### config.mk
export PLATFORM = sky130hd
export DESIGN_NAME = htd_apb_regs
export DESIGN_NICKNAME = d
export VERILOG_FILES = /design/src/hw/rtl/htd_pkg.sv /design/src/hw/rtl/htd_apb_regs.sv
export SDC_FILE = /design/constraint.sdc
export NUM_CORES = 1
export LEC_CHECK = 0
export BUFFER_PORTS_ARGS = -buffer_cell sky130_fd_sc_hd__buf_4
export CAP_MARGIN = 5
export CORE_ASPECT_RATIO = 0.5
export CORE_MARGIN = 3
export CORE_UTILIZATION = 25
export CTS_CLUSTER_SIZE = 14
export DETAILED_ROUTE_END_ITERATION = 10
export GPL_TIMING_DRIVEN = 0
export SLEW_MARGIN = 30
export SYNTH_ARGS = -nofsm -noshare
export SYNTH_HDL_FRONTEND = slang
export SYNTH_SLANG_ARGS = --single-unit
### constraint.sdc
create_clock -name i_clk -period 1.53 [get_ports i_clk]
set_input_delay 0.306 -clock i_clk [delete_from_list [all_inputs] [get_ports i_clk]]
set_output_delay 0.306 -clock i_clk [all_outputs]
set_load 0.02 [all_outputs]
### src/hw/rtl/htd_pkg.sv
// Shared constants, codes and helpers of the Huffman tree decoder.
package htd_pkg;

    localparam int SYM_W            = 8;
    localparam int LEN_W            = 6;
    localparam int BITS_W           = 32;
    localparam int BYTE_W           = 8;
    localparam int STAT_W           = 3;
    localparam int CNT_W            = 32;
    localparam int DEF_NODE_DEPTH   = 512;
    localparam int MAX_CODE_LEN     = 32;

    localparam int S_TDATA_W        = 56;
    localparam int M_TDATA_W        = 16;
    localparam int PADDR_W          = 3;
    localparam int PDATA_W          = 32;

    localparam logic OP_LOAD        = 1'b0;
    localparam logic OP_DATA        = 1'b1;

    localparam logic REG_SYMBOL_COUNT = 1'b0;

    localparam logic [STAT_W-1:0] ST_OK        = 3'd0;
    localparam logic [STAT_W-1:0] ST_BAD_LEN   = 3'd1;
    localparam logic [STAT_W-1:0] ST_FULL      = 3'd2;
    localparam logic [STAT_W-1:0] ST_MISSING   = 3'd3;
    localparam logic [STAT_W-1:0] ST_AFTER_END = 3'd4;

    // Code bit j of a len-bit code, first bit in position len-1; positions
    // above the code word read as zero.
    function automatic logic code_bit(input logic [BITS_W-1:0] bits,
                                      input logic [LEN_W-1:0]  len,
                                      input logic [LEN_W:0]    j);
        logic [LEN_W:0] pos;
        pos = {1'b0, len} - 7'd1 - j;
        return (pos < 7'd32) ? bits[pos[4:0]] : 1'b0;
    endfunction

endpackage

### src/hw/rtl/htd_apb_regs.sv
// Configuration register file: symbol count behind an APB-style port.
module htd_apb_regs
    import htd_pkg::*;
(
    input  logic               i_clk,
    input  logic               i_rst_n,
    input  logic               psel,
    input  logic               penable,
    input  logic               pwrite,
    input  logic [PADDR_W-1:0] paddr,
    input  logic [PDATA_W-1:0] pwdata,
    output logic [PDATA_W-1:0] prdata,
    output logic               pready,
    output logic [CNT_W-1:0]   o_symbol_count
);

    logic [CNT_W-1:0] r_count;
    logic             reg_idx;

    assign reg_idx = paddr[PADDR_W-1];

    always_ff @(posedge i_clk) begin
        if (!i_rst_n) begin
            r_count <= '0;
        end else if (psel && penable && pwrite && (reg_idx == REG_SYMBOL_COUNT)) begin
            r_count <= pwdata;
        end
    end

    assign prdata         = (reg_idx == REG_SYMBOL_COUNT) ? r_count : '0;
    assign pready         = 1'b1;
    assign o_symbol_count = r_count;

endmodule

==> flow_summary.json, run 1 <==
{
  "status": "finished clean",
  "crit_top_cell": "buf_4",
  "yosys.area.top_type": "dfxtp_1",
  "worstPathRequired_ps": 1220,
  "dieHeight_um": 61.46,
  "start_util_pct": 26.95,
  "synth_top_family_by_area": "simple AND/OR/NAND/NOR gates",
  "first_global_vias": 1423,
  "reg2reg_from": "o_symbol_count[0]",
  "worst_r2r_path_depth": 2,
  "first_pass_iters": 4,
  "finalCritPeriodShare_pct": 91.87,
  "critPathLaunch": "paddr[2]",
  "finalClockSkew_ps": 0,
  "pre_cts_slack_ps": 74.96,
  "drcViolationCount": 0,
  "drive_above_1_share_pct": 40.14,
  "holdBufCountCts": 0,
  "seq_area_frac_synth_pct": 41.66,
  "grt_use_total_pct": 12.55,
  "synth.avg_cell_area_sq_um": 8.688,
  "synth-xor-area-share_pct": 0,
  "syn_area_sq_um": 1538,
  "avgRoutedWirePerCell_um": 13.02,
  "muxShareOfSynthArea_pct": 20.83,
  "power.share.clock_pct": 44.7,
  "largest_register_ff_count": 32,
  "critical_path_cell_count": 4,
  "synth-seq-cells": 32,
  "fmax_ghz": 0.7114,
  "worstHoldPathCells": 3,
  "cts_buffers": 5,
  "cts.sinks": 32,
  "fin_ws_ps": 124.4,
  "post_cts_buffers": 0,
  "tns_ps": 0,
  "setup-violations-final": 0,
  "cp_top_family": "buffers and inverters",
  "min-delay-start": "pwdata[14]",
  "htree_levels": 2,
  "gp_congestion": 0.6599,
  "start_kind": "primary input",
  "power_density_nw_per_um2": 820.6,
  "rsz0062_at_grt": "false",
  "finalMaxSlewViolations": 0,
  "insertedDiodeCount": 0,
  "p_leak_nw": 1.156,
  "portBuffers": 100,
  "comb_power_share_pct": 13.3,
  "root_buffer": "clkbuf_16",
  "critPathMaxStageDelay_ps": 390,
  "path_cells": "buf_4 > clkbuf_1 > nor2b_1 > buf_4",
  "yosys.area_share.simple_pct": 29.62,
  "critPathSlowestCell": "clkbuf_1",
  "overflow": 0,
  "path_clk_slew_ps": 50,
  "final_antenna_net_count": 0,
  "ir_drop_v": 0.0003967,
  "grt_pass1_wl_mm": 6.927,
  "yosysWarnings": 0,
  "syn_to_final_growth_pct": 63.47,
  "drtIter0Drc": 45,
  "p_seq_share_pct": 42.0,
  "netlist_top_cells_area": "dfxtp_1 42%, mux2i_1 21%, nand2_1 16%",
  "cts_tree": "yes",
  "switching_share_pct": 23.28,
  "viasPerCell": 4.213,
  "routed_wl_mm": 4.649,
  "die-area_sq_um": 7185,
  "synth_compound_area_share_pct": 0,
  "period_needed_ps": 1406,
  "antenna_found_initial": 0,
  "drv_cap": 0,
  "yosys.cell_types.count": 12,
  "hold_viol": 0,
  "p_sw_uw": 480.2,
  "synth_nets": 217,
  "num_rows": 19,
  "hold_path.class": "in2reg",
  "worstSetupPathType": "in2out",
  "synth-adder-area-share_pct": 0,
  "cts_resized": 0,
  "pin_count": 105,
  "grt_max_degree": 11,
  "endpoint_kind": "output pin",
  "cp.buffers_inverters": 3,
  "clk_latency_ps": 270,
  "routed-via-count": 1504,
  "die_w_um": 116.9,
  "yosysTopAreaCellShare_pct": 41.66,
  "fin_nets": 324,
  "ctsLongestPathBuffers": 2,
  "core_sq_um": 5705,
  "crit_fanout": 10,
  "p_int_mw": 1.583,
  "dp_hpwl_mm": 3.748,
  "syn_inst": 177,
  "fillerInstances": 583,
  "arrival_ps": 1100
}
metal layers:
metal | vias up | part of all wire (%) | GRT usage, %
li1 | 767 | - | -
met5 | - | 0 | 0
met3 | 2 | 3.5 | 2.846
met2 | 26 | 54 | 22.23
met4 | 0 | 0.28 | 4.575
met1 | 709 | 42 | 15.30
cell usage after synthesis:
cell type and count:
nand2_1 64, conb_1 1, buf_2 1, and4b_1 1
clkbuf_1 9, mux2i_1 32, nor2b_1 30, buf_6 1
and2b_2 2, buf_12 3, dfxtp_1 32, buf_4 1
worst min-delay path, stage by stage:
cell	delay, ps
buf_4	110
nand2_1	40
mux2i_1	50
layout make-up:
| class | instances | area [sq um] | area share, % |
|---|---|---|---|
| Tap cell | 73 | 91.34 | 3.634 |
| Clock inverter | 1 | 5.005 | 0.1991 |
| Sequential cell | 32 | 640.6 | 25.49 |
| Clock buffer | 6 | 128.9 | 5.127 |
| Buffer | 15 | 117.6 | 4.679 |
| Timing Repair Buffer | 100 | 750.7 | 29.87 |
| Multi-Input combinational cell | 130 | 779.5 | 31.01 |
path summary, 6_finish.rpt:
check / endpoint / slack (ps)
max reg2reg: o_symbol_count[0] / 880
max: prdata[4] / 120
min: o_symbol_count[14] / 280
min reg2reg: o_symbol_count[11] / 470
cells by family (layout without fill, tap and decap cells):
logic type | after synthesis | in the layout
buffers and inverters | 15 | 122
multiplexers | 32 | 32
other | 1 | 1
AND/OR/NAND/NOR | 97 | 97
flip-flops | 32 | 32
through the flow:
step	util (%)	instances	instance area, sq um	total power [mW]	hold slack [ps]
CTS	44.06	357	2514	2.097	282.4
finish	44.06	357	2514	2.063	282.8
global placement	41.71	350	2380	1.159	455.7
global route	44.06	357	2514	2.155	289.1
detailed placement	41.71	350	2380	1.163	464.7
floorplan	-	177	1538	1.019	448.2
power groups by stage:
stage	Combinational (mW)	Clock [mW]	Sequential [mW]
after floorplan	0.116	0	0.904
after global placement	0.275	0	0.883
after detailed placement	0.279	0	0.884
after CTS	0.280	0.950	0.867
after global routing	0.300	0.986	0.869
final	0.275	0.921	0.867
cells in the final DEF (no fill, tap or decap), types with 2 or more instances in the layout:
master,instances
buf_4,101
nand2_1,64
mux2i_1,32
dfxtp_1,32
nor2b_1,30
clkbuf_1,10
clkbuf_16,5
buf_12,3
and2b_2,2
(Power assumes the default switching activity.)
==> run 2, diff against run 1 <==
BUFFER_PORTS_ARGS = -buffer_cell sky130_fd_sc_hd__buf_2   (was -buffer_cell sky130_fd_sc_hd__buf_4)
==> run 2 against run 1 <==
Compared with the run above: register-to-register slack about the same; critical path type unchanged; final cell count rose by 0.28%; worst hold slack worse by 3.4 ps; die area did not move; maximum frequency rose by 0.83%; critical endpoint is now prdata[28]; utilization down 3.8 points; power up 6.9%.
==> flow_summary.json, run 2 (synthesis results as in run 1) <==
{
  "arrival_ps": 1090,
  "drcViolationCount": 0,
  "path_clk_slew_ps": 50,
  "fillerInstances": 602,
  "pin_count": 105,
  "grt_max_degree": 11,
  "worstSetupPathType": "in2out",
  "tns_ps": 0,
  "drtIter0Drc": 60,
  "root_buffer": "clkbuf_16",
  "first_global_vias": 1413,
  "setup-violations-final": 0,
  "fin_nets": 324,
  "syn_to_final_growth_pct": 49.23,
  "start_kind": "primary input",
  "p_int_mw": 1.717,
  "power.share.clock_pct": 50.1,
  "power_density_nw_per_um2": 960.6,
  "num_rows": 19,
  "cts_buffers": 5,
  "routed_wl_mm": 4.454,
  "avgRoutedWirePerCell_um": 12.44,
  "core_sq_um": 5705,
  "antenna_found_initial": 0,
  "finalClockSkew_ps": 0,
  "insertedDiodeCount": 0,
  "status": "finished clean",
  "drive_above_1_share_pct": 40.70,
  "clk_latency_ps": 270,
  "post_cts_buffers": 0,
  "p_leak_nw": 1.148,
  "finalCritPeriodShare_pct": 91.11,
  "layout_commonest_cell": "buf_2",
  "dieHeight_um": 61.46,
  "crit_fanout": 10,
  "viasPerCell": 4.240,
  "htree_levels": 2,
  "fmax_ghz": 0.7173,
  "routed-via-count": 1518,
  "gp_congestion": 0.7212,
  "comb_power_share_pct": 10.6,
  "hold_viol": 0,
  "p_seq_share_pct": 39.3,
  "p_sw_uw": 487.4,
  "r2r_slack_ps": 880,
  "rsz0062_at_grt": "false",
  "ir_drop_v": 0.0003580,
  "start_util_pct": 26.95,
  "period_needed_ps": 1394,
  "cts.sinks": 32,
  "die_w_um": 116.9,
  "design_area_sq_um": 2295,
  "switching_share_pct": 22.11,
  "die-area_sq_um": 7185,
  "grt_pass1_wl_mm": 6.803,
  "largest_register_ff_count": 32,
  "ctsLongestPathBuffers": 2,
  "power.total_mw": 2.204,
  "dp_hpwl_mm": 3.595,
  "cts_tree": "yes",
  "grt_use_total_pct": 12.08,
  "finalMaxSlewViolations": 0,
  "portBuffers": 100,
  "placed_cell_area_sq_um": 2130,
  "final_antenna_net_count": 0,
  "mostFrequentLayoutCells": "101 x buf_2, 64 x nand2_1, 32 x mux2i_1, 32 x dfxtp_1, 30 x nor2b_1",
  "first_pass_iters": 4,
  "overflow": 0,
  "hold_path.class": "in2reg",
  "drv_cap": 0,
  "worstPathRequired_ps": 1220,
  "endpoint_kind": "output pin"
}
-- run 2: changes by cell type in the layout (fill, tap and decap cells not counted) --
cell / previous run / this run
clkbuf_2: 0 / 1
buf_4: 101 / 1
buf_2: 1 / 101
clkbuf_1: 10 / 9
bufinv_16: 0 / 1
-- run 2: power by group through the flow --
stage               combinational [mW]  sequential, mW  clock (mW)
floorplan                        0.116           0.904           0
global placement                 0.233           0.882           0
detailed placement               0.237           0.883           0
CTS                              0.238           0.865        1.13
global route                     0.259           0.868        1.18
finish                           0.234           0.865        1.10
-- run 2: cell type report --
| class | count | area, sq um | area share [%] |
|---|---|---|---|
| Sequential cell | 32 | 640.6 | 27.92 |
| Clock inverter | 2 | 35.03 | 1.527 |
| Timing Repair Buffer | 100 | 500.5 | 21.81 |
| Multi-Input combinational cell | 130 | 779.5 | 33.97 |
| Tap cell | 73 | 91.34 | 3.980 |
| Clock buffer | 6 | 128.9 | 5.616 |
| Buffer | 15 | 118.9 | 5.180 |
-- run 2: stage by stage --
step | worst slack (ps) | util (%) | instances | hold slack, ps
2_1_floorplan | 405.0 | - | 177 | 448.2
3_3_place_gp | 86.72 | 37.32 | 350 | 452.4
3_5_place_dp | 76.77 | 37.32 | 350 | 462.8
4_1_cts | 76.08 | 40.20 | 358 | 274.8
5_1_grt | 17.54 | 40.22 | 358 | 278.4
6_report | 136.0 | 40.22 | 358 | 279.4
-- run 2: repair_timing --
action,4_1_cts,5_1_grt
setup endpoints to repair,0,5
hold buffers,0,0
gates resized for setup,0,2
-- run 2: final timing paths --
| kind | from | endpoint | cells past startpoint |
|---|---|---|---|
| setup / recovery | paddr[2] | prdata[28] | 4 |
| setup reg to reg | o_symbol_count[3] | o_symbol_count[3] | 2 |
| hold reg to reg | o_symbol_count[31] | o_symbol_count[31] | 2 |
| hold / removal | pwdata[15] | o_symbol_count[15] | 3 |
-- run 2: critical path: stages --
cell and delay (ps):
buf_2 120, clkbuf_1 370, nor2b_1 110, buf_2 180
-- run 2: routing by layer --
layer	vias up	part of all wire [%]	global-route usage [%]
met1	717	42	14.74
met4	0	0.65	3.431
met2	32	53	21.83
met3	2	4.0	2.748
li1	767	-	-
met5	-	0	0
==> run 3, diff against run 2 <==
CORE_UTILIZATION = 35   (was 25)
PLACE_DENSITY = 0.69   (was not set)
==> run 3 against run 2 <==
Compared with the run above: die area down 27%; first-iteration DRC count down 53%; final area down 4.3%; register-to-register slack better by 20 ps; routed wire length down 9.6%; critical path depth unchanged; worst hold slack worse by 14 ps; clock skew unchanged; sequential share of layout area up 1.3 points; power down 21%; flip-flop and latch count unchanged; via count down 1.6%.
==> flow_summary.json, run 3 (synthesis results as in run 1) <==
{
  "status": "finished clean",
  "die_w_um": 99.74,
  "worst_r2r_path_depth": 2,
  "portBuffers": 100,
  "p_leak_nw": 1.110,
  "first_global_vias": 1433,
  "fin_nets": 324,
  "routed_wl_mm": 4.026,
  "crit_fanout": 10,
  "min-delay-start": "pwdata[21]",
  "mostFrequentLayoutCells": "101 x buf_2, 64 x nand2_1, 32 x mux2i_1, 32 x dfxtp_1, 30 x nor2b_1",
  "start_util_pct": 37.84,
  "worstPathRequired_ps": 1220,
  "p_int_mw": 1.317,
  "final_antenna_net_count": 0,
  "tns_ps": 0,
  "die-area_sq_um": 5273,
  "insertedDiodeCount": 0,
  "cts.sinks": 32,
  "pin_count": 105,
  "cts_tree": "yes",
  "num_rows": 16,
  "p_seq_share_pct": 49.4,
  "worstHoldPathCells": 3,
  "routed-via-count": 1493,
  "grt_use_total_pct": 15.24,
  "comb_power_share_pct": 13.3,
  "drtIter0Drc": 28,
  "viasPerCell": 4.404,
  "root_buffer": "clkbuf_8",
  "dp_hpwl_mm": 3.173,
  "overflow": 0,
  "layout_commonest_cell": "buf_2",
  "post_cts_buffers": 0,
  "finalClockSkew_ps": 0,
  "path_clk_slew_ps": 60,
  "p_sw_uw": 432.8,
  "antenna_found_initial": 0,
  "switching_share_pct": 24.73,
  "avgRoutedWirePerCell_um": 11.88,
  "grt_pass1_wl_mm": 6.354,
  "hold_path.class": "in2reg",
  "largest_register_ff_count": 32,
  "endpoint_kind": "output pin",
  "syn_to_final_growth_pct": 42.80,
  "core_sq_um": 4064,
  "holdBufCountCts": 0,
  "htree_levels": 2,
  "period_needed_ps": 1422,
  "drcViolationCount": 0,
  "r2r_end": "o_symbol_count[20]",
  "hold_viol": 0,
  "reg2reg_from": "o_symbol_count[20]",
  "first_pass_iters": 4,
  "final_util_pct": 54.03,
  "grt_max_degree": 11,
  "r2r_slack_ps": 900,
  "finalCritPeriodShare_pct": 92.91,
  "clk_latency_ps": 280,
  "drv_cap": 0,
  "drive_above_1_share_pct": 40.00,
  "cts_resized": 0,
  "rsz0062_at_grt": "false",
  "dieHeight_um": 52.87,
  "worstSetupPathType": "in2out",
  "gp_congestion": 0.7464,
  "holdPathEnd": "o_symbol_count[21]",
  "setup-violations-final": 0,
  "power.share.clock_pct": 37.4,
  "power_density_nw_per_um2": 797.1,
  "cts_buffers": 5,
  "arrival_ps": 1120,
  "ir_drop_v": 0.0004070,
  "start_kind": "primary input",
  "fmax_ghz": 0.7035,
  "ctsLongestPathBuffers": 2,
  "finalMaxSlewViolations": 0
}
[run 3: critical path, cell delays in order]
cell	delay [ps]
buf_2	140
clkbuf_1	380
nor2b_1	110
buf_2	180
[run 3: final cells by class]
type	instances	area (sq um)
plain buffers	15	117.6
fillers	418	1868
clock buffers	8	90.09
flip-flops and latches	32	640.6
multi-input cells	130	779.5
well taps	54	67.56
repair buffers	100	500.5
[run 3: metal layers]
| metal | wire (um) | global-route usage [%] | up-vias |
|---|---|---|---|
| met5 | 0 | 0 | - |
| met2 | 2033 | 28.04 | 41 |
| met4 | 62 | 5.669 | 0 |
| li1 | - | - | 764 |
| met3 | 227 | 4.342 | 7 |
| met1 | 1702 | 17.05 | 681 |
[run 3: power by group through the flow]
stage	clock network (mW)	logic (mW)	registers [mW]
6_report	0.654	0.232	0.864
5_1_grt	0.719	0.256	0.866
4_1_cts	0.683	0.235	0.864
3_5_place_dp	0	0.235	0.882
3_3_place_gp	0	0.230	0.881
2_1_floorplan	0	0.116	0.904
[run 3: worst max path at each step]
stage / slack [ps] / cells past startpoint / endpoint / from
finish: 110 / 4 / prdata[21] / paddr[2]
detailed placement: 90 / 4 / prdata[18] / paddr[2]
CTS: 90 / 4 / prdata[18] / paddr[2]
global route: 20 / 4 / prdata[22] / paddr[2]
global placement: 130 / 4 / prdata[18] / paddr[2]
floorplan: 410 / 2 / prdata[0] / paddr[2]
[run 3: per-stage QoR]
step	hold slack, ps	total power [mW]	worst slack (ps)	cell area [sq um]	instances
floorplan	448.2	1.019	405.0	1538	177
global placement	450.4	1.112	133.6	2106	331
detailed placement	458.7	1.117	90.94	2106	331
CTS	258.4	1.782	94.85	2196	339
global route	264.6	1.842	22.43	2196	339
finish	265.8	1.750	108.5	2196	339
